--- src/design/byuv_pkg.sv ---
// Shared types, constants and the Bayer source table for the Bayer to YUV 4:2:0 converter.
// No dependencies; every other design module imports this package.
`timescale 1ns / 1ps

package byuv_pkg;

	localparam int MAX_WIDTH = 4096;
	localparam int MAX_ROWS = 4096;
	localparam int PIX_W = 8;
	localparam int COL_W = $clog2(MAX_WIDTH);
	localparam int ROW_W = $clog2(MAX_ROWS);
	localparam int CFG_W = 13;
	localparam int IDX_W = 8;
	localparam int SEL_W = 4;

	// Division by three through a reciprocal: floor(w / 3) == (w * 2731) >> 13 for w <= 4096.
	localparam int RECIP_W = 12;
	localparam int DIV3_SHIFT = 13;
	localparam logic [RECIP_W-1:0] DIV3_RECIP = 12'd2731;

	localparam int QUEUE_DEPTH = 4;
	localparam int QPTR_W = $clog2(QUEUE_DEPTH);

	localparam int SUM_W = 18;
	localparam logic signed [SUM_W-1:0] Y_R = 18'sd64;
	localparam logic signed [SUM_W-1:0] Y_G = 18'sd128;
	localparam logic signed [SUM_W-1:0] Y_B = 18'sd25;
	localparam logic signed [SUM_W-1:0] U_R = -18'sd38;
	localparam logic signed [SUM_W-1:0] U_G = -18'sd74;
	localparam logic signed [SUM_W-1:0] U_B = 18'sd112;
	localparam logic signed [SUM_W-1:0] V_R = 18'sd112;
	localparam logic signed [SUM_W-1:0] V_G = -18'sd94;
	localparam logic signed [SUM_W-1:0] V_B = -18'sd18;
	localparam logic signed [SUM_W-1:0] Y_OFF = 18'sd16;
	localparam logic signed [SUM_W-1:0] C_OFF = 18'sd128;

	localparam logic [1:0] RST_BAYER_ORDER = 2'd0;
	localparam logic RST_CHROMA_ORDER = 1'b0;
	localparam logic [CFG_W-1:0] RST_ROW_WIDTH = 13'd1280;
	localparam logic [CFG_W-1:0] RST_ROW_COUNT = 13'd720;

	typedef enum logic [IDX_W-1:0] {
		REG_BAYER_ORDER  = 8'd0,
		REG_CHROMA_ORDER = 8'd1,
		REG_ROW_WIDTH    = 8'd2,
		REG_ROW_COUNT    = 8'd3
	} cfg_reg_t;

	// Window sample positions: 0 top-left, 1 top-right, 2 bottom-left, 3 bottom-right.
	// Each entry packs the R, G and B positions, two bits each, R in the top bits.
	localparam logic [5:0] SRC_TAB [16] = '{
		6'b11_01_00, 6'b10_00_01, 6'b01_00_11, 6'b00_01_11,
		6'b01_00_10, 6'b00_01_11, 6'b11_01_00, 6'b10_01_00,
		6'b00_01_11, 6'b01_00_10, 6'b10_00_01, 6'b11_01_00,
		6'b10_00_01, 6'b11_01_00, 6'b00_01_11, 6'b01_00_10
	};

	typedef struct packed {
		logic [PIX_W-1:0] raw_pixel;
		logic             start_of_frame;
	} sample_t;

	typedef struct packed {
		logic [PIX_W-1:0] luma;
		logic [PIX_W-1:0] chroma;
		logic             chroma_present;
		logic             chroma_is_v;
		logic [COL_W-1:0] column;
		logic [ROW_W-1:0] row;
		logic             frame_end;
	} result_t;

	typedef struct packed {
		logic [1:0]       bayer_order;
		logic             chroma_order;
		logic [CFG_W-1:0] row_width;
		logic [CFG_W-1:0] row_count;
	} cfg_t;

	// One classified window waiting for the color math.
	typedef struct packed {
		logic [PIX_W-1:0] red;
		logic [PIX_W-1:0] green;
		logic [PIX_W-1:0] blue;
		logic             chroma_present;
		logic             chroma_is_v;
		logic [COL_W-1:0] column;
		logic [ROW_W-1:0] row;
		logic             frame_end;
	} rgb_item_t;

endpackage

--- src/design/byuv_fifo.sv ---
// Short window queue between the front end and the color math.
// Depends on byuv_pkg for the entry type and depth.
`timescale 1ns / 1ps

module byuv_fifo (
	input  logic                clk,
	input  logic                arst_n,
	input  logic                wr_en,
	output logic                is_full,
	input  byuv_pkg::rgb_item_t wr_data,
	input  logic                rd_en,
	output logic                is_empty,
	output byuv_pkg::rgb_item_t rd_data
);
	import byuv_pkg::*;

	rgb_item_t         slot_q [QUEUE_DEPTH];
	logic [QPTR_W-1:0] wr_ptr_q;
	logic [QPTR_W-1:0] rd_ptr_q;
	logic [QPTR_W:0]   count_q;

	assign is_full  = (count_q == (QPTR_W+1)'(QUEUE_DEPTH));
	assign is_empty = (count_q == '0);
	assign rd_data  = slot_q[rd_ptr_q];

	always_ff @(posedge clk) begin
		if (wr_en) begin
			slot_q[wr_ptr_q] <= wr_data;
		end
	end

	always_ff @(posedge clk or negedge arst_n) begin
		if (!arst_n) begin
			wr_ptr_q <= '0;
			rd_ptr_q <= '0;
			count_q  <= '0;
		end else begin
			if (wr_en) begin
				wr_ptr_q <= wr_ptr_q + QPTR_W'(1);
			end
			if (rd_en) begin
				rd_ptr_q <= rd_ptr_q + QPTR_W'(1);
			end
			case ({wr_en, rd_en})
				2'b10:   count_q <= count_q + (QPTR_W+1)'(1);
				2'b01:   count_q <= count_q - (QPTR_W+1)'(1);
				default: count_q <= count_q;
			endcase
		end
	end

endmodule

--- config.mk ---
export PLATFORM = sky130hd
export DESIGN_NAME = byuv_fifo
export DESIGN_NICKNAME = d
export VERILOG_FILES = /design/src/design/byuv_pkg.sv /design/src/design/byuv_fifo.sv
export SDC_FILE = /design/constraint.sdc
export NUM_CORES = 1
export LEC_CHECK = 0
export ABC_AREA = 1
export BUFFER_PORTS_ARGS = -buffer_cell sky130_fd_sc_hd__buf_2
export CAP_MARGIN = 0
export CELL_PAD_IN_SITES_DETAIL_PLACEMENT = 1
export CELL_PAD_IN_SITES_GLOBAL_PLACEMENT = 2
export CORE_MARGIN = 1.5
export CORE_UTILIZATION = 41
export CTS_BUF_LIST = sky130_fd_sc_hd__clkbuf_4
export CTS_CLUSTER_SIZE = 14
export DETAILED_ROUTE_END_ITERATION = 8
export PLACE_DENSITY = 0.79
export SLEW_MARGIN = 20
export SYNTH_ARGS = -nofsm -noshare
export SYNTH_HDL_FRONTEND = slang
export SYNTH_SLANG_ARGS = --single-unit
--- constraint.sdc ---
create_clock -name clk -period 2.75 [get_ports clk]
set_clock_uncertainty 0.2 [all_clocks]
set_input_delay 0.275 -clock clk [delete_from_list [all_inputs] [get_ports clk]]
set_output_delay 0.275 -clock clk [all_outputs]
set_load 0.01 [all_outputs]
**Word-level counts from Yosys, hierarchy flattened**

Memories as Yosys holds them, arrays and structs flattened.
Cells that the tools add are included.

- Bits in writable memories: 204
- Memories kept: 1
- Register bits after elaboration: 7
- Bits in latches: 0
- Output and inout bits: 53
- ROM bits: 0
- Bits of input ports: 55
- Logic and storage cells: 16

Memory list:

| name | depth | width | read ports | clocked after memory_dff | write ports | line | source |
|---|---|---|---|---|---|---|---|
| slot_q | 4 | 51 | 1 | 0 | 1 | byuv_fifo.sv:17 | `rgb_item_t slot_q [QUEUE_DEPTH];` |

- Shift-type cells: 0
- Add/subtract/negate cells: 4
- Multiplexer cells: 3
- Reduce and logical (&&, ||, !) cells: 2
- Order comparisons: 0
- Multiply operators: 0
- Bitwise gates (word level): 0
- Divide/modulo/power cells: 0
- Equal/unequal tests: 3

Operators by type and width:

| operator | number |
|---|---|
| $pmux W3 S2 | 1 |
| $add A2 B1 Y2 const B | 2 |
| $add A3 B1 Y3 const B | 1 |
| $eq A3 B3 Y1 const B | 1 |
| $logic_not A3 Y1 | 1 |
| $sub A3 B1 Y3 const B | 1 |
| $eq A2 B1 Y1 const B | 1 |
| $eq A2 B2 Y1 const B | 1 |
| $mux W1 | 2 |
| $reduce_bool A2 Y1 | 1 |

**Longest topological paths before layout**

- Word-level depth: 2
- Depth in mapped cells: 10
- Gate-level depth less buffers: 9

**Least setup slack after synthesis**

No wires, ideal clock.

- Path kind: register to register
- Start: register wr_ptr_q[0]
- End: memory slot_q[2][0] (netlist bit), enable pin
- Stages on the path, launching flop included: 5
- Library setup time: 405 ps
- Path buffers: 0
- Slack: 472 ps
- Data arrival time: 1,673 ps
- Path through: dfrtp_1 inv_1 ha_1 nand2_1 inv_1

RTL lines:

| element | line | source |
|---|---|---|
| start, declared | byuv_fifo.sv:18 | `logic [QPTR_W-1:0] wr_ptr_q;` |
| start signal, assigned | byuv_fifo.sv:39 | `wr_ptr_q <= wr_ptr_q + QPTR_W'(1);` |
| end, declared | byuv_fifo.sv:17 |  |

Straight into the memory's write port.

==> reports/results.txt <==
The wire length after detailed routing was 19.5 mm. The final design instance area without fill is 10600 um^2, and the peak clock frequency supported by timing is 386 MHz. The logs give 3 for the maximum buffer depth of the clock tree and 222 for the count of routing violations after the opening detailed-route iteration. The post-synthesis cell type count was 20. The number of global-route vias before repair is 6149, and the DRC violation count after routing is 0.

Setup repair after global routing left no endpoint under its margin. The buffers plus inverters on the worst setup path was 2. TritonCTS built the clock tree. The total cell area at the placement stage is 9340 um^2.

The clock net in this run drives a total of 211 sinks. Source of the worst register-to-register timing path: wr_ptr_q[0]$_DFFE_PN0P_. The most critical setup path has its startpoint at rd_ptr_q[0]$_DFFE_PN0P_. The post-synthesis cell area came out at 8560 um^2. STA classifies the critical path startpoint as a flop.

After synthesis, the cell types taking the most area are sky130_fd_sc_hd__edfxtp_1, sky130_fd_sc_hd__o211ai_1, sky130_fd_sc_hd__nand2_1, sky130_fd_sc_hd__inv_1, sky130_fd_sc_hd__dfrtp_1. In this run the power density over the cells is 1020 nW/um^2. The startpoint identified for the worst hold timing path is wr_data[49]. In this design, the largest share of critical-path delay is due to flip-flops.

The global-route total usage across every layer was 18.5%; the average cell area after synthesis was 13.3 um^2. Across the VDD grid, the largest voltage drop is 514 uV. The routed length per placed instance was 17.0 um. Max-slew violation count: 0.

The run gives 0 as the number of max-cap violations. The count of standard-cell rows was 52. The tools report the aggregate negative setup slack as 0 ns. The largest net degree at the start of global routing is 99, and the stage delay of the slowest cell on the critical path is 0.57 ns. The Yosys warning count came out at 0. The static leakage power is 0.00435 uW, and the part of the total power dissipated in the clock network is 23.8%. The height of the die is 147 um. The signal on the critical path passes through buf_16, nand2_1, o211ai_1, nand2_1, buf_2. The worst pin sits at a relative slew slack of 63.0%.

The net count of the finished layout is 904. After clock tree synthesis, the clock-pin slew on the worst setup and hold paths is 0.06 ns. Setup slack on the worst reg-to-reg path comes out at 0.80 ns. Detailed routing inserted a total of 5577 vias. The tools report the number of hold violations in the final report as 0.

Detailed placement ended at an HPWL of 11.6 mm. The root buffer cell was sky130_fd_sc_hd__clkbuf_4. Sequential cells were found to cover 73.6% of the synthesized design area. The logs give 34.5% for the relative contribution of combinational cells to total power and 2 for the number of levels the H-tree was split into. The die covers 21700 um^2.

At the end of routability-driven placement, the weighted congestion stood at 0.679. The worst-skew pair later-pin latency was 0.64 ns; the number of port buffers was 107. Of all flip-flops after synthesis, the portion carrying an async set or reset was 3.32%. First-pass GRT wire length: 31.0 mm. Most used standard cell by instance count after synthesis: sky130_fd_sc_hd__edfxtp_1. The starting utilization of the core area is 42.0%. The most used flip-flop cell after synthesis is sky130_fd_sc_hd__edfxtp_1. The biggest area consumer among synthesized cells was sky130_fd_sc_hd__edfxtp_1. The area growth from synthesis to layout is 23.5%. Setup violations remaining at the end of the flow were counted as 0. The fill cell instance count of the final layout is 2094. Data arrives at the worst endpoint at 2.11 ns. After technology mapping, the gate count stands at 644. For the internal power component, the log shows 6900 uW. Counting flops with a built-in enable in the synthesized netlist gives 204.

The tools report the remaining global-route overflow as 0. The average via count per standard cell was 4.85. Of the total power, registers draw 41.6%. Measured along the x axis, the die boundary spans 147 um. The ratio of cells with drive above 1 in the final layout came out at 24.5%.

Ranked by instance count, the synthesized netlist is headed by sky130_fd_sc_hd__edfxtp_1, sky130_fd_sc_hd__nand2_1, sky130_fd_sc_hd__inv_1. The top cell type by area accounts for 71.6% of the synthesized area. The worst path in the final design needs a cycle of 2.59 ns, including I/O delays and setup. Number of nets still failing antenna checks after routing: 0. The tools report the kind of end point of the critical path as a primary output.

In this design, the critical path's most frequently occurring cell is sky130_fd_sc_hd__nand2_1. The tools report the switching component of the power as 3840 uW. The CTS buffer count was 55; the transition time of the tightest slew-check pin was 0.554 ns. The floorplan step defined a core boundary enclosing 20400 um^2. The top fanout value on the critical path is 98, and the required time of the critical path is 2.28 ns. The detailed-routing iteration count for the pre-antenna-repair pass was 4. The worst setup path is of the flop to primary output kind. Of the available clock period, the critical path in the final layout requires 94.1%. Counting flops and latches in the post-synthesis netlist gives 211. The run finished with clean final reports. Net count after synthesis: 705. In this run the worst hold path is classified as input port to flop. I/O pin count: 108. The number of antenna violations at the first check in global routing is 2. The fraction of power spent switching nets was 35.8%. The largest individual stage delay along the critical path comes from the cell sky130_fd_sc_hd__dfrtp_4.
-- cells by family after synthesis --
family | share of synthesized area [%]
and+or+nand+nor | 7.44
adders and majority gates | 0.965
xor gates and xnor gates | 0.409
buffers and inverters | 8.38
AOI/OAI and AO/OA | 9.18
DFF | 73.6
-- cells in the final DEF (no fill, tap or decap), drive strengths merged --
cell         synthesis  routed
buf                 33     122
clkbuf               2      84
clkinv               0       8
dfrtp                7       7
diode                0       2
dlygate4sd3          0      55
edfxtp             204     204
fa                   1       1
ha                   5       5
inv                116     116
nand2              164     164
nand3                1       1
nand4                1       1
nor3                 2       2
o211ai             102     102
o21ai                2       2
xnor2                1       1
xor2                 3       3
-- registers in the layout, indices dropped and copies added, names as in the netlist --
signal	cells
rd_ptr_q	2
count_q	3
slot_q	204
wr_ptr_q	2
-- layer usage --
| metal | up-vias | track usage (%) | part of all wire (%) |
|---|---|---|---|
| met5 | - | 0 | 0 |
| met4 | 0 | 6.90 | 1.9 |
| met3 | 29 | 4.78 | 5.1 |
| met2 | 128 | 32.9 | 51 |
| met1 | 2760 | 21.4 | 42 |
| li1 | 2660 | - | - |
-- power groups by stage --
stage | clock network [uW] | logic [uW] | registers (uW)
2_1_floorplan | 0 | 2510 | 4410
3_3_place_gp | 0 | 3530 | 4510
3_5_place_dp | 0 | 3660 | 4570
4_1_cts | 2660 | 3740 | 4500
5_1_grt | 2830 | 4120 | 4520
6_report | 2560 | 3710 | 4470
-- metrics by stage --
stage / util, % / instances / power [uW] / setup slack, ns / hold WS (ns)
finish: 51.9 / 1150 / 10700 / 0.161 / 0.176
CTS: 51.8 / 1147 / 10900 / 0.00102 / 0.119
global placement: 45.8 / 1000 / 8040 / 0.830 / -0.0777
detailed placement: 45.8 / 1000 / 8230 / 0.729 / -0.0738
floorplan: - / 644 / 6920 / 0.472 / -0.221
global route: 51.9 / 1150 / 11500 / 0.0357 / 0.107
-- path summary, 6_finish.rpt --
path                                           end  depth (start not counted)
max                                    rd_data[23]                          5
min                        slot_q[1][49]$_DFFE_PP_                          2
max reg2reg                slot_q[3][31]$_DFFE_PP_                          4
min reg2reg                 count_q[2]$_DFFE_PN0P_                          2
max in group asynchronous  rd_ptr_q[0]$_DFFE_PN0P_                          3
min in group asynchronous  rd_ptr_q[0]$_DFFE_PN0P_                          3
-- timing repair --
action                     in CTS  in global routing
hold endpoints to repair      218                  0
hold buffers                   55                  0
setup endpoints to repair       0                 36
setup buffers                   0                  1
gates resized for setup         0                  1
-- layout make-up --
type                       count  area (um^2)  area share (%)
timing repair buffer         177         1280            12.2
clock buffer                  84          631            5.97
tap                          270          338            3.20
inverter                     116          435            4.12
sequential                   211         6310            59.7
multi-input combinational    282         1540            14.6
clock inverter                 8         30.0           0.284
antenna                        2         5.00          0.0473
No activity file was read; power rests on OpenSTA's default activity.
