## config.mk

```make
export PLATFORM = sky130hd
export DESIGN_NAME = byuv_back
export DESIGN_NICKNAME = d
export VERILOG_FILES = /design/src/design/byuv_pkg.sv /design/src/design/byuv_back.sv
export SDC_FILE = /design/constraint.sdc
export NUM_CORES = 1
export LEC_CHECK = 0
export BUFFER_PORTS_ARGS = -buffer_cell sky130_fd_sc_hd__buf_2
export CAP_MARGIN = 30
export CORE_ASPECT_RATIO = 0.5
export CORE_MARGIN = 1
export CORE_UTILIZATION = 50
export CTS_CLUSTER_SIZE = 40
export DETAILED_ROUTE_END_ITERATION = 7
export GPL_ROUTABILITY_DRIVEN = 0
export PLACE_DENSITY_LB_ADDON = 0.3
export SLEW_MARGIN = 20
export SYNTH_ARGS = -nofsm -noshare
export SYNTH_HDL_FRONTEND = slang
export SYNTH_SLANG_ARGS = --single-unit
```

## constraint.sdc

```tcl
create_clock -name clk -period 5.96 [get_ports clk]
set_clock_uncertainty 0.05 [all_clocks]
set_input_delay 0.596 -clock clk [delete_from_list [all_inputs] [get_ports clk]]
set_output_delay 0.596 -clock clk [all_outputs]
set_load 0.005 [all_outputs]
```

## src/design/byuv_pkg.sv

```systemverilog
// Shared types, constants and the Bayer source table for the Bayer to YUV 4:2:0 converter.
// No dependencies; every other design module imports this package.
`timescale 1ns / 1ps

package byuv_pkg;

	localparam int MAX_WIDTH = 4096;
	localparam int MAX_ROWS = 4096;
	localparam int PIX_W = 8;
	localparam int COL_W = $clog2(MAX_WIDTH);
	localparam int ROW_W = $clog2(MAX_ROWS);
	localparam int CFG_W = 13;
	localparam int IDX_W = 8;
	localparam int SEL_W = 4;

	// Division by three through a reciprocal: floor(w / 3) == (w * 2731) >> 13 for w <= 4096.
	localparam int RECIP_W = 12;
	localparam int DIV3_SHIFT = 13;
	localparam logic [RECIP_W-1:0] DIV3_RECIP = 12'd2731;

	localparam int QUEUE_DEPTH = 4;
	localparam int QPTR_W = $clog2(QUEUE_DEPTH);

	localparam int SUM_W = 18;
	localparam logic signed [SUM_W-1:0] Y_R = 18'sd64;
	localparam logic signed [SUM_W-1:0] Y_G = 18'sd128;
	localparam logic signed [SUM_W-1:0] Y_B = 18'sd25;
	localparam logic signed [SUM_W-1:0] U_R = -18'sd38;
	localparam logic signed [SUM_W-1:0] U_G = -18'sd74;
	localparam logic signed [SUM_W-1:0] U_B = 18'sd112;
	localparam logic signed [SUM_W-1:0] V_R = 18'sd112;
	localparam logic signed [SUM_W-1:0] V_G = -18'sd94;
	localparam logic signed [SUM_W-1:0] V_B = -18'sd18;
	localparam logic signed [SUM_W-1:0] Y_OFF = 18'sd16;
	localparam logic signed [SUM_W-1:0] C_OFF = 18'sd128;

	localparam logic [1:0] RST_BAYER_ORDER = 2'd0;
	localparam logic RST_CHROMA_ORDER = 1'b0;
	localparam logic [CFG_W-1:0] RST_ROW_WIDTH = 13'd1280;
	localparam logic [CFG_W-1:0] RST_ROW_COUNT = 13'd720;

	typedef enum logic [IDX_W-1:0] {
		REG_BAYER_ORDER  = 8'd0,
		REG_CHROMA_ORDER = 8'd1,
		REG_ROW_WIDTH    = 8'd2,
		REG_ROW_COUNT    = 8'd3
	} cfg_reg_t;

	// Window sample positions: 0 top-left, 1 top-right, 2 bottom-left, 3 bottom-right.
	// Each entry packs the R, G and B positions, two bits each, R in the top bits.
	localparam logic [5:0] SRC_TAB [16] = '{
		6'b11_01_00, 6'b10_00_01, 6'b01_00_11, 6'b00_01_11,
		6'b01_00_10, 6'b00_01_11, 6'b11_01_00, 6'b10_01_00,
		6'b00_01_11, 6'b01_00_10, 6'b10_00_01, 6'b11_01_00,
		6'b10_00_01, 6'b11_01_00, 6'b00_01_11, 6'b01_00_10
	};

	typedef struct packed {
		logic [PIX_W-1:0] raw_pixel;
		logic             start_of_frame;
	} sample_t;

	typedef struct packed {
		logic [PIX_W-1:0] luma;
		logic [PIX_W-1:0] chroma;
		logic             chroma_present;
		logic             chroma_is_v;
		logic [COL_W-1:0] column;
		logic [ROW_W-1:0] row;
		logic             frame_end;
	} result_t;

	typedef struct packed {
		logic [1:0]       bayer_order;
		logic             chroma_order;
		logic [CFG_W-1:0] row_width;
		logic [CFG_W-1:0] row_count;
	} cfg_t;

	// One classified window waiting for the color math.
	typedef struct packed {
		logic [PIX_W-1:0] red;
		logic [PIX_W-1:0] green;
		logic [PIX_W-1:0] blue;
		logic             chroma_present;
		logic             chroma_is_v;
		logic [COL_W-1:0] column;
		logic [ROW_W-1:0] row;
		logic             frame_end;
	} rgb_item_t;

endpackage

```

## src/design/byuv_back.sv

```systemverilog
// Back end: luma and chroma sums, shift, offset and clamp, and the result register.
// Depends on byuv_pkg; drains the window queue.
`timescale 1ns / 1ps

module byuv_back (
	input  logic                clk,
	input  logic                arst_n,
	input  logic                q_empty,
	output logic                q_pop,
	input  byuv_pkg::rgb_item_t q_item,
	output logic                empty,
	input  logic                pop,
	output byuv_pkg::result_t   result
);
	import byuv_pkg::*;

	logic signed [SUM_W-1:0] rs;
	logic signed [SUM_W-1:0] gs;
	logic signed [SUM_W-1:0] bs;
	logic signed [SUM_W-1:0] cr;
	logic signed [SUM_W-1:0] cg;
	logic signed [SUM_W-1:0] cb;
	logic signed [SUM_W-1:0] luma_sum;
	logic signed [SUM_W-1:0] chroma_sum;

	logic                    valid_s1;
	logic signed [SUM_W-1:0] luma_sum_s1;
	logic signed [SUM_W-1:0] chroma_sum_s1;
	logic                    present_s1;
	logic                    is_v_s1;
	logic [COL_W-1:0]        column_s1;
	logic [ROW_W-1:0]        row_s1;
	logic                    frame_end_s1;

	logic signed [SUM_W-1:0] luma_val;
	logic signed [SUM_W-1:0] chroma_val;
	logic                    out_valid_q;
	result_t                 result_q;
	logic                    ready_s2;
	logic                    ready_s1;

	assign ready_s2 = !out_valid_q || pop;
	assign ready_s1 = !valid_s1 || ready_s2;
	assign q_pop    = !q_empty && ready_s1;
	assign empty    = !out_valid_q;
	assign result   = result_q;

	always_comb begin
		rs = SUM_W'($signed({1'b0, q_item.red}));
		gs = SUM_W'($signed({1'b0, q_item.green}));
		bs = SUM_W'($signed({1'b0, q_item.blue}));
		cr = q_item.chroma_is_v ? V_R : U_R;
		cg = q_item.chroma_is_v ? V_G : U_G;
		cb = q_item.chroma_is_v ? V_B : U_B;
		luma_sum   = Y_R * rs + Y_G * gs + Y_B * bs;
		chroma_sum = cr * rs + cg * gs + cb * bs;
	end

	always_ff @(posedge clk or negedge arst_n) begin
		if (!arst_n) begin
			valid_s1 <= 1'b0;
		end else if (ready_s1) begin
			valid_s1 <= q_pop;
		end
	end

	always_ff @(posedge clk) begin
		if (q_pop) begin
			luma_sum_s1   <= luma_sum;
			chroma_sum_s1 <= chroma_sum;
			present_s1    <= q_item.chroma_present;
			is_v_s1       <= q_item.chroma_is_v;
			column_s1     <= q_item.column;
			row_s1        <= q_item.row;
			frame_end_s1  <= q_item.frame_end;
		end
	end

	// Arithmetic shift floors negative chroma sums.
	always_comb begin
		luma_val   = (luma_sum_s1 >>> 8) + Y_OFF;
		chroma_val = (chroma_sum_s1 >>> 8) + C_OFF;
		if (chroma_val < 0) begin
			chroma_val = '0;
		end
	end

	always_ff @(posedge clk or negedge arst_n) begin
		if (!arst_n) begin
			out_valid_q <= 1'b0;
		end else if (ready_s2) begin
			out_valid_q <= valid_s1;
		end
	end

	always_ff @(posedge clk) begin
		if (ready_s2 && valid_s1) begin
			result_q.luma           <= luma_val[PIX_W-1:0];
			result_q.chroma         <= present_s1 ? chroma_val[PIX_W-1:0] : '0;
			result_q.chroma_present <= present_s1;
			result_q.chroma_is_v    <= is_v_s1;
			result_q.column         <= column_s1;
			result_q.row            <= row_s1;
			result_q.frame_end      <= frame_end_s1;
		end
	end

endmodule

```

==> Word level (Yosys, flattened, before mapping) <==
Index checks and enable logic that the tools add are counted.
{ "op_classes": {"add_sub_neg": 6, "multipliers": 4, "div_mod_pow": 0, "n_lt_le_gt_ge": 1, "n_eq_ne": 0, "n_shift": 0, "mux": 3, "bitwise_logic": 1, "reduce_logical": 8} }
{ "op_table": {"columns": ["op", "count"], "rows": [
  ["$mul A18 B9 Y18", 2],
  ["$mux W18", 2],
  ["$add A18 B17 Y18", 1],
  ["$add A18 B18 Y18", 1],
  ["$mul A8 B9 Y17", 1],
  ["$add A14 B15 Y16", 1],
  ["$add A16 B13 Y16", 1],
  ["$mul A5 B8 Y13 const A", 1],
  ["$add A10 B9 Y11 const B", 1],
  ["$lt A11 B1 Y1 const B", 1],
  ["$add A8 B6 Y8 const B", 1],
  ["$mux W5", 1],
  ["$logic_not A1 Y1", 3],
  ["$logic_and A1 B1 Y1", 2],
  ["$logic_or A1 B1 Y1", 2],
  ["$reduce_or A2 Y1", 1],
  ["$not A1 Y1", 1]
]} }
{ "totals": {"register_bits": 106, "latch_bits": 0, "ram_bits": 0, "romBits": 0, "input_bits": 55, "out_inout_bits": 45, "word_cells": 39, "mem_count": 0} }

==> Longest topological paths before layout <==
Gate-level depths: netlist of run 1.
{ "logic_depth": {"word_depth": 4, "mapped_depth": 24, "depth_no_buf": 22} }

==> Worst setup path before layout of run 1 <==
Ideal clock, no wire load.
{ "synth_path": {"kind": "input to register", "from": "in q_item[25] (netlist name)", "to": "reg chroma_sum_s1[16] (data pin)", "setup_ps": 258, "arrival_ps": 6357, "required_ps": 5652, "path_slack_ps": -705, "cell_stages": 22, "path_buffers": 3, "cell_sequence": "clkbuf_1 > clkbuf_1 > nor2_1 > fa_1 > inv_1 > fa_1 > fa_1 > inv_1 > fa_1 > inv_1 > fa_1 > inv_1 > fa_1 > inv_1 > fa_1 > inv_1 > ha_1 > clkbuf_1 > a21o_1 > a21o_1 > o32a_1 > o221a_1"} }
{ "synth_between": {"elab_chain_cells": 4, "word_cells_on_any_way": 8, "cone_classes": "add/sub: 2; mul: 3; mux: 3"} }
{ "synth_lines": {"columns": ["item", "line", "source"], "rows": [
  ["start: declaration", "byuv_back.sv:10", "input byuv_pkg::rgb_item_t q_item,"],
  ["$mux W18 / $mux W5 (equally long branches)", "byuv_back.sv:52, byuv_back.sv:53", null],
  ["$mul A18 B9 Y18 / $mul A8 B9 Y17 (equally long branches)", "byuv_back.sv:56", "chroma_sum = cr * rs + cg * gs + cb * bs;"],
  ["$add A18 B17 Y18", "byuv_back.sv:56", null],
  ["$add A18 B18 Y18 *", "byuv_back.sv:56", null],
  ["named net chroma_sum[16]", "byuv_back.sv:24", "logic signed [SUM_W-1:0] chroma_sum;"],
  ["end signal: assignment", "byuv_back.sv:70", "chroma_sum_s1 <= chroma_sum;"],
  ["end: declaration", "byuv_back.sv:28", "logic signed [SUM_W-1:0] chroma_sum_s1;"]
]} }
The timed path passes the listed nets; every way through them passes the cells marked *.
A chain may end at the register's enable or synchronous reset.

==> Worst setup path in the final report of run 1 <==
{ "layout_path": {"from": "in q_item[45] (netlist name)", "to": "reg chroma_sum_s1[16] (data pin)"} }
{ "layout_between": {"elab_chain_cells": 3} }
{ "layout_lines": {"columns": ["item", "line"], "rows": [
  ["$mul A18 B9 Y18", "byuv_back.sv:56"],
  ["$add A18 B17 Y18", "byuv_back.sv:56"],
  ["$add A18 B18 Y18", "byuv_back.sv:56"],
  ["named net chroma_sum[16]", "byuv_back.sv:24"]
]} }
The timed path passes the listed nets, and every way through them passes these cells.

==> reports/qor.csv, run 1 <==
metric,value,unit
syn_area_per_cell,11.7,sq um
async_flop_share,0.0222,
io_pins,100,
slowest_delay,0.56,ns
synth_edf_count,88,
final_cell_mix,"inv_1, fa_1, buf_4, ha_1, buf_2",
die_y,100,um
cp_slowest_cell,fa_1,
clk_pin_slew,0.07,ns
place_hpwl,17.9,mm
whs_endpoint,column_s1[2]$_DFFE_PP_,
synth_seq_area_share,0.279,
min_from,q_item[15],
cts_tree,built,
worst_setup_path_end_kind,flip-flop,
track_usage,0.229,
grt_use_met2,0.383,
relSlewSlack,0.565,
crit_path_start_kind,input port,
r2r-start,out_valid_q$_DFFE_PN0P_,
maxCapViolations,0,
use_met3,0.0360,
placed_area,11400,sq um
grt_overflow_total,0,
synth.distinct_cells,42,
vias_per_cell,4.73,
final_area,11900,sq um
arrival,5.96,ns
drtAntennaViolNets,0,
synth_seq_cells,90,
period_share,0.992,
critPathRequiredTime,6.01,ns
max_freq,0.169,GHz
busiest_layer,met2,
drt_iter0_markers,240,
antenna_cells,0,
crit_fanout,4,
clk_latency,0.35,ns
cts_buffers,9,
synthCells,824,
hold_class,input port to flip-flop,
min_period,5.91,ns
outcome,"complete, no violations",
ff2ff_setup_slack,4.28,ns
final_common_cell,inv_1,
rsz0062_at_grt,yes,
yosys_warnings,0,
tightest_slew,0.652,ns
area_delta_synth_final,23.7,%
grt_pass1_wl,34.2,mm
grt_max_degree,47,
rows,35,
finalNetCount,1392,
final_cells,1315,
dp.cells,1285,
worstSetupPathType,input port to flip-flop,
cts_sinks,90,
die-area,19900,sq um
first_pass_iters,4,
num_vias,6219,
drc_errors,0,
timing.rr.end,chroma_sum_s1[16]$_DFFE_PP_,
synthesis.area,9650,sq um
cpMostUsedCell,fa_1,
min_path_cells,1,
final_hold_viol_count,0,
core_area,18700,sq um
drive_above_1_share,0.268,
met1_usage,0.317,
antenna_found_initial,0,
synthFlopType,edfxtp_1,
setup_violations,0,
syn-num-nets,1165,
numPortBuffers,99,
ctsLongestPathBuffers,2,
cts-root-buf,clkbuf_16,
wire_per_inst,15.9,um
slew_violations,0,
cts_max_level,3,
r2r_cells,4,
grt_pass1_vias,6838,
path_cells,buf_2 -> nor2b_4 -> fa_1 -> inv_2 -> buf_12 -> fa_1 -> fa_1 -> inv_1 -> fa_1 -> inv_1 -> fa_1 -> inv_1 -> fa_1 -> inv_1 -> fa_1 -> inv_1 -> ha_1 -> a21o_1 -> a21o_1 -> o32a_1 -> o221a_1,
routed_wl,20.9,mm
die_w,198,um
start_util,0.517,
-- timing repair --
item                                    4_1_cts  5_1_grt
hold endpoints to repair                      2        0
pin swaps                                     5       28
endpoints found under the setup margin        6        8
gates resized for setup                       8       29
setup buffers                                 2        9
hold buffers                                  1        0
cloned                                        0        1
-- synth_stat cells, types with 4 or more instances --
master      n  area (sq um)
a21oi_1    12          60.1
ha_1      118          1480
edfxtp_1   88          2640
nand2_1    16          60.1
o21bai_1    4          30.0
fa_1      168          3360
inv_1     286          1070
nand4_1     4          25.0
clkbuf_1    7          26.3
a21o_1      6          45.0
nand2b_1   11          68.8
xor2_1      9          78.8
xnor2_1    19           166
nor2b_1     5          31.3
o21ai_0     5          25.0
and2_1     19           119
nor2_1     19          71.3
-- per-stage QoR --
step	hold WS [ns]	setup WS [ns]	setup TNS [ns]	util
after CTS	0.369	0.00293	0	0.630
after detailed placement	0.334	-0.683	-4.79	0.609
after global routing	0.359	-0.114	-0.327	0.640
after global placement	0.331	-0.638	-4.03	0.608
final	0.371	0.0453	0	0.640
after floorplan	0.250	-0.138	-0.285	-
-- per-layer routing --
layer / part of all wire / wire length, um / vias to the layer above
met4: 0.016 / 333 / 0
li1: - / - / 2928
met5: 0 / 0 / -
met3: 0.044 / 912 / 24
met2: 0.47 / 9800 / 150
met1: 0.47 / 9820 / 3117
-- layout make-up --
type                    instances  area [sq um]
clock buffers                   9           225
clock inverters                 7          81.3
fillers                      1432          6720
inverters                     287          1080
multi-input cells             440          6030
flip-flops and latches         90          2690
well taps                     259           324
repair buffers                223          1510
-- logic make-up after synthesis --
logic type      count (synthesis)  share of synthesized area
buf+inv                       294                      0.114
fa+ha+maj                     286                      0.502
flops                          90                      0.279
simple gates                   84                     0.0470
compound gates                 41                     0.0314
xor+xnor                       28                     0.0254
mux                             1                    0.00104
-- registers in the layout, summed over array words and instances, names as in the netlist --
register / cells
result: 43
column_s1: 12
row_s1: 12
chroma_sum_s1: 10
luma_sum_s1: 8
frame_end_s1: 1
is_v_s1: 1
out_valid_q: 1
present_s1: 1
valid_s1: 1
-- worst max path at each step --
| stage | start | slack, ns | end |
|---|---|---|---|
| after floorplan | q_item[25] | -0.14 | chroma_sum_s1[16]$_DFFE_PP_ |
| after CTS | q_item[25] | 0.003 | chroma_sum_s1[16]$_DFFE_PP_ |
| final | q_item[45] | 0.05 | chroma_sum_s1[16]$_DFFE_PP_ |
| after global placement | q_item[25] | -0.64 | chroma_sum_s1[15]$_DFFE_PP_ |
| after detailed placement | q_item[25] | -0.68 | chroma_sum_s1[16]$_DFFE_PP_ |
| after global routing | q_item[30] | -0.11 | chroma_sum_s1[16]$_DFFE_PP_ |
-- critical path, delay by kind of cell --
| kind | cells | cell delay (ns) |
|---|---|---|
| fa+ha+maj | 8 | 3.78 |
| buf+inv | 8 | 0.58 |
| compound gates | 4 | 0.85 |
| simple gates | 1 | 0.15 |
Power of run 1 is not shown: default switching activity piles up to over one toggle a cycle in this logic, so the estimate is an artifact.
==> inputs of run 2 (changes only) <==
--- a/config.mk
+++ b/config.mk
@@ -7,13 +7,12 @@
 export LEC_CHECK = 0
 export BUFFER_PORTS_ARGS = -buffer_cell sky130_fd_sc_hd__buf_2
 export CAP_MARGIN = 30
-export CORE_ASPECT_RATIO = 0.5
 export CORE_MARGIN = 1
 export CORE_UTILIZATION = 50
 export CTS_CLUSTER_SIZE = 40
 export DETAILED_ROUTE_END_ITERATION = 7
 export GPL_ROUTABILITY_DRIVEN = 0
-export PLACE_DENSITY_LB_ADDON = 0.3
+export PLACE_DENSITY = 0.69
 export SLEW_MARGIN = 20
 export SYNTH_ARGS = -nofsm -noshare
 export SYNTH_HDL_FRONTEND = slang
==> reports/qor.csv, run 2 (synthesized netlist as in run 1, its figures left out) <==
metric,value,unit
outcome,"complete, no violations",
vias_per_cell,4.60,
cp-endpoint,chroma_sum_s1[16]$_DFFE_PP_,
grt_pass1_vias,6601,
maxCapViolations,0,
grt_pass1_wl,32.2,mm
ff2ff_setup_slack,4.38,ns
antenna_found_initial,0,
rsz0062_at_grt,yes,
max_freq,0.171,GHz
start_util,0.512,
slew_violations,0,
r2r_cells,4,
cts_buffers,9,
worstSetupPathType,input port to flip-flop,
crit_fanout,5,
routed_wl,19.1,mm
cts_max_level,3,
startpoint,q_item[46],
cts_sinks,90,
drt_iter0_markers,215,
num_vias,6053,
die_y,141,um
postLayoutCoreUtil,0.635,
drtAntennaViolNets,0,
grt_overflow_total,0,
clk_latency,0.34,ns
place_hpwl,16.8,mm
area_delta_synth_final,24.0,%
grt_max_degree,47,
final_hold_viol_count,0,
final_area,12000,sq um
finalNetCount,1391,
cts-root-buf,clkbuf_16,
final_common_cell,inv_1,
largest_reg_flops,43,
critPathRequiredTime,6.01,ns
drive_above_1_share,0.274,
arrival,5.89,ns
wire_per_inst,14.5,um
tightest_slew,0.838,ns
relSlewSlack,0.436,
core_area,18800,sq um
numPortBuffers,99,
hold_class,flip-flop to flip-flop,
cts_tree,built,
clk_pin_slew,0.08,ns
die-area,19900,sq um
final_cell_mix,"inv_1, fa_1, buf_4, ha_1, buf_2",
min_period,5.84,ns
placed_area,11400,sq um
r2r-start,out_valid_q$_DFFE_PN0P_,
track_usage,0.216,
io_pins,100,
first_pass_iters,5,
worst_setup_path_end_kind,flip-flop,
rows,50,
antenna_cells,0,
crit_path_start_kind,input port,
setup_violations,0,
timing.rr.end,row_s1[0]$_DFFE_PP_,
ctsLongestPathBuffers,2,
drc_errors,0,
die_w,141,um
period_share,0.980,
## run 2: per-stage QoR
stage	setup WS, ns	setup TNS, ns	cells	hold WS [ns]
floorplan	-0.138	-0.285	824	0.250
detailed placement	-0.546	-3.79	1286	0.334
CTS	0.0448	0	1303	0.361
finish	0.122	0	1315	0.365
global route	-0.0348	-0.0607	1315	0.357
global placement	-0.459	-3.14	1286	0.332
## run 2: repair_timing
action / in CTS / in global routing
hold buffers: 1 / 0
setup buffers: 0 / 10
pin swaps: 1 / 28
setup endpoints to repair: 6 / 9
hold endpoints to repair: 2 / 0
resized for setup: 3 / 36
gates cloned: 0 / 2
## run 2: routing by layer
layer / GRT usage / vias to the layer above / share of wire
li1: - / 2927 / -
met1: 0.267 / 2988 / 0.42
met2: 0.387 / 117 / 0.52
met3: 0.0408 / 21 / 0.047
met4: 0.0606 / 0 / 0.022
met5: 0 / - / 0
## run 2: layout make-up
cell class / count / area [sq um]
inverter: 287 / 1080
clock buffer: 9 / 225
multi-input combinational: 440 / 6020
tap: 260 / 325
sequential: 90 / 2690
clock inverter: 7 / 95.1
timing repair buffer: 222 / 1520
fill: 1474 / 6870
## run 2: worst min path at each step
stage                                  from                      end  slack, ns  cells after the start
after floorplan                      arst_n  out_valid_q$_DFFE_PN0P_       0.25                      0
after global placement               arst_n  out_valid_q$_DFFE_PN0P_       0.33                      1
after detailed placement             arst_n  out_valid_q$_DFFE_PN0P_       0.33                      1
after CTS                         q_item[0]   frame_end_s1$_DFFE_PP_       0.36                      1
after global routing              q_item[7]      row_s1[6]$_DFFE_PP_       0.36                      1
final                     is_v_s1$_DFFE_PP_     result[25]$_DFFE_PP_       0.36                      0
## run 2: critical path, stage by stage
cell,delay (ns)
buf_2,0.14
nand2b_4,0.09
inv_4,0.04
fa_1,0.55
inv_4,0.07
fa_1,0.46
fa_1,0.51
inv_1,0.05
fa_1,0.50
inv_1,0.06
fa_1,0.50
fa_1,0.50
fa_1,0.51
inv_2,0.05
ha_4,0.21
a21o_1,0.16
a21o_1,0.17
a21o_1,0.20
o32a_1,0.28
o221a_1,0.24
Power of run 2 is left out for the same reason.
==> inputs of run 3 (changes only) <==
--- a/config.mk
+++ b/config.mk
@@ -5,6 +5,7 @@
 export SDC_FILE = /design/constraint.sdc
 export NUM_CORES = 1
 export LEC_CHECK = 0
+export ABC_AREA = 1
 export BUFFER_PORTS_ARGS = -buffer_cell sky130_fd_sc_hd__buf_2
 export CAP_MARGIN = 30
 export CORE_MARGIN = 1
==> reports/qor.csv, run 3 <==
metric,value,unit
outcome,"complete, no violations",
first_pass_iters,5,
cts_sinks,90,
period_share,0.972,
clk_pin_slew,0.07,ns
crit_cells,21,
synth_seq_area_share,0.264,
setup_violations,0,
drive_above_1_share,0.221,
r2r_cells,4,
synth_seq_cells,90,
die-area,21000,sq um
grt_pass1_vias,7216,
yosys_warnings,0,
pre_cts_slack,-0.406,ns
core_area,19700,sq um
maxCapViolations,0,
synth.distinct_cells,34,
area_delta_synth_final,20.2,%
synthCells,1008,
max_freq,0.173,GHz
rows,51,
crit_path_start_kind,input port,
wire_per_inst,13.7,um
critPathRequiredTime,6.02,ns
worstSetupPathType,input port to flip-flop,
crit_fanout,5,
path_cells,buf_2 -> inv_1 -> nor2_4 -> fa_1 -> inv_2 -> buf_4 -> fa_1 -> fa_1 -> fa_1 -> fa_1 -> fa_1 -> fa_1 -> inv_1 -> ha_1 -> nand2_2 -> nor2_4 -> inv_2 -> nor3_2 -> nand2_2 -> nand3_1 -> nand2_1,
grt_overflow_total,0,
grt_pass1_wl,34.5,mm
largest_reg_flops,43,
synthesis.area,10200,sq um
clk_latency,0.35,ns
final_common_cell,inv_1,
synth_area_leader_cell,fa_1,
register_area,2690,sq um
cts-root-buf,clkbuf_16,
grt_max_degree,47,
track_usage,0.219,
ctsLongestPathBuffers,2,
final_hold_viol_count,0,
place_hpwl,17.5,mm
start_util,0.517,
arrival,5.85,ns
vias_per_cell,4.61,
synthFlopType,edfxtp_1,
fin_ws,0.169,ns
fill_cells,1531,
cts_buffers,9,
worst_setup_path_end_kind,flip-flop,
multi_input_area,6340,sq um
die_w,145,um
antenna_found_initial,0,
synth_top_cells_by_area,"fa_1, edfxtp_1, ha_1, inv_1, nand2_1",
antenna_cells,0,
min_path_cells,0,
drtAntennaViolNets,0,
slew_violations,0,
synth_edf_count,88,
critical-path-top-delay-family,adder cells,
syn-num-nets,1349,
routed_wl,20.3,mm
cp_slowest_cell,fa_1,
critPathBufInv,6,
synth_top_area_frac,0.330,
drt_iter0_markers,356,
hold_class,flip-flop to flip-flop,
yosysMostFrequentCell,inv_1,
async_flop_share,0.0222,
cpMostUsedCell,fa_1,
synthTopCellsByCount,"inv_1, fa_1, nand2_1",
cts_tree,built,
die_y,145,um
min_period,5.79,ns
drc_errors,0,
numPortBuffers,99,
relSlewSlack,0.597,
io_pins,100,
finalNetCount,1550,
tightest_slew,0.605,ns
num_vias,6811,
cts_max_level,3,
syn_area_per_cell,10.1,sq um
final_cell_mix,"inv_1, fa_1, nand2_1, ha_1, buf_2",
slowest_delay,0.59,ns
## run 3: layer usage
metal  share of wire  vias up  wire, um  track usage
li1                -     3370         -            -
met4           0.017        0       347       0.0620
met2            0.50      135     10100        0.378
met5               0        -         0            0
met3           0.035       21       704       0.0237
met1            0.45     3285      9140        0.293
## run 3: path summary, 6_finish.rpt
path | start | endpoint | slack [ns]
hold reg to reg | column_s1[11]$_DFFE_PP_ | result[24]$_DFFE_PP_ | 0.37
setup reg to reg | out_valid_q$_DFFE_PN0P_ | chroma_sum_s1[11]$_DFFE_PP_ | 4.37
setup / recovery | q_item[47] | chroma_sum_s1[15]$_DFFE_PP_ | 0.17
max in group asynchronous | arst_n | out_valid_q$_DFFE_PN0P_ | 5.24
hold / removal | column_s1[11]$_DFFE_PP_ | result[24]$_DFFE_PP_ | 0.37
min in group asynchronous | arst_n | valid_s1$_DFFE_PN0N_ | 0.52
## run 3: stage by stage
step	util	TNS (ns)	instance area, sq um	hold WS [ns]	std cells
after floorplan	-	0	10200	0.250	1008
after global routing	0.621	-0.141	12200	0.361	1479
after CTS	0.610	0	12000	0.353	1471
final	0.621	0	12200	0.369	1479
after detailed placement	0.594	-2.88	11700	0.335	1454
after global placement	0.594	-2.61	11700	0.334	1454
## run 3: layout make-up
type,count,share of cell area
Inverter,355,0.109
Multi-Input combinational cell,558,0.518
Timing Repair Buffer,195,0.102
Tap cell,265,0.0271
Clock inverter,7,0.00613
Clock buffer,9,0.0184
Sequential cell,90,0.220
## run 3: repair_timing
action / CTS / global route
resized for setup: 1 / 44
hold buffers: 1 / 0
pin swaps: 0 / 16
setup buffers: 0 / 8
endpoints found under the hold margin: 2 / 0
endpoints found under the setup margin: 2 / 10
## run 3: kinds of logic after synthesis
logic type,share of synthesized area
and+or+nand+nor,0.0887
AOI/OAI and AO/OA,0.0252
DFF,0.264
adders and majority gates,0.475
xor gates and xnor gates,0.0138
buffers and inverters,0.133
Power of run 3 is left out for the same reason.
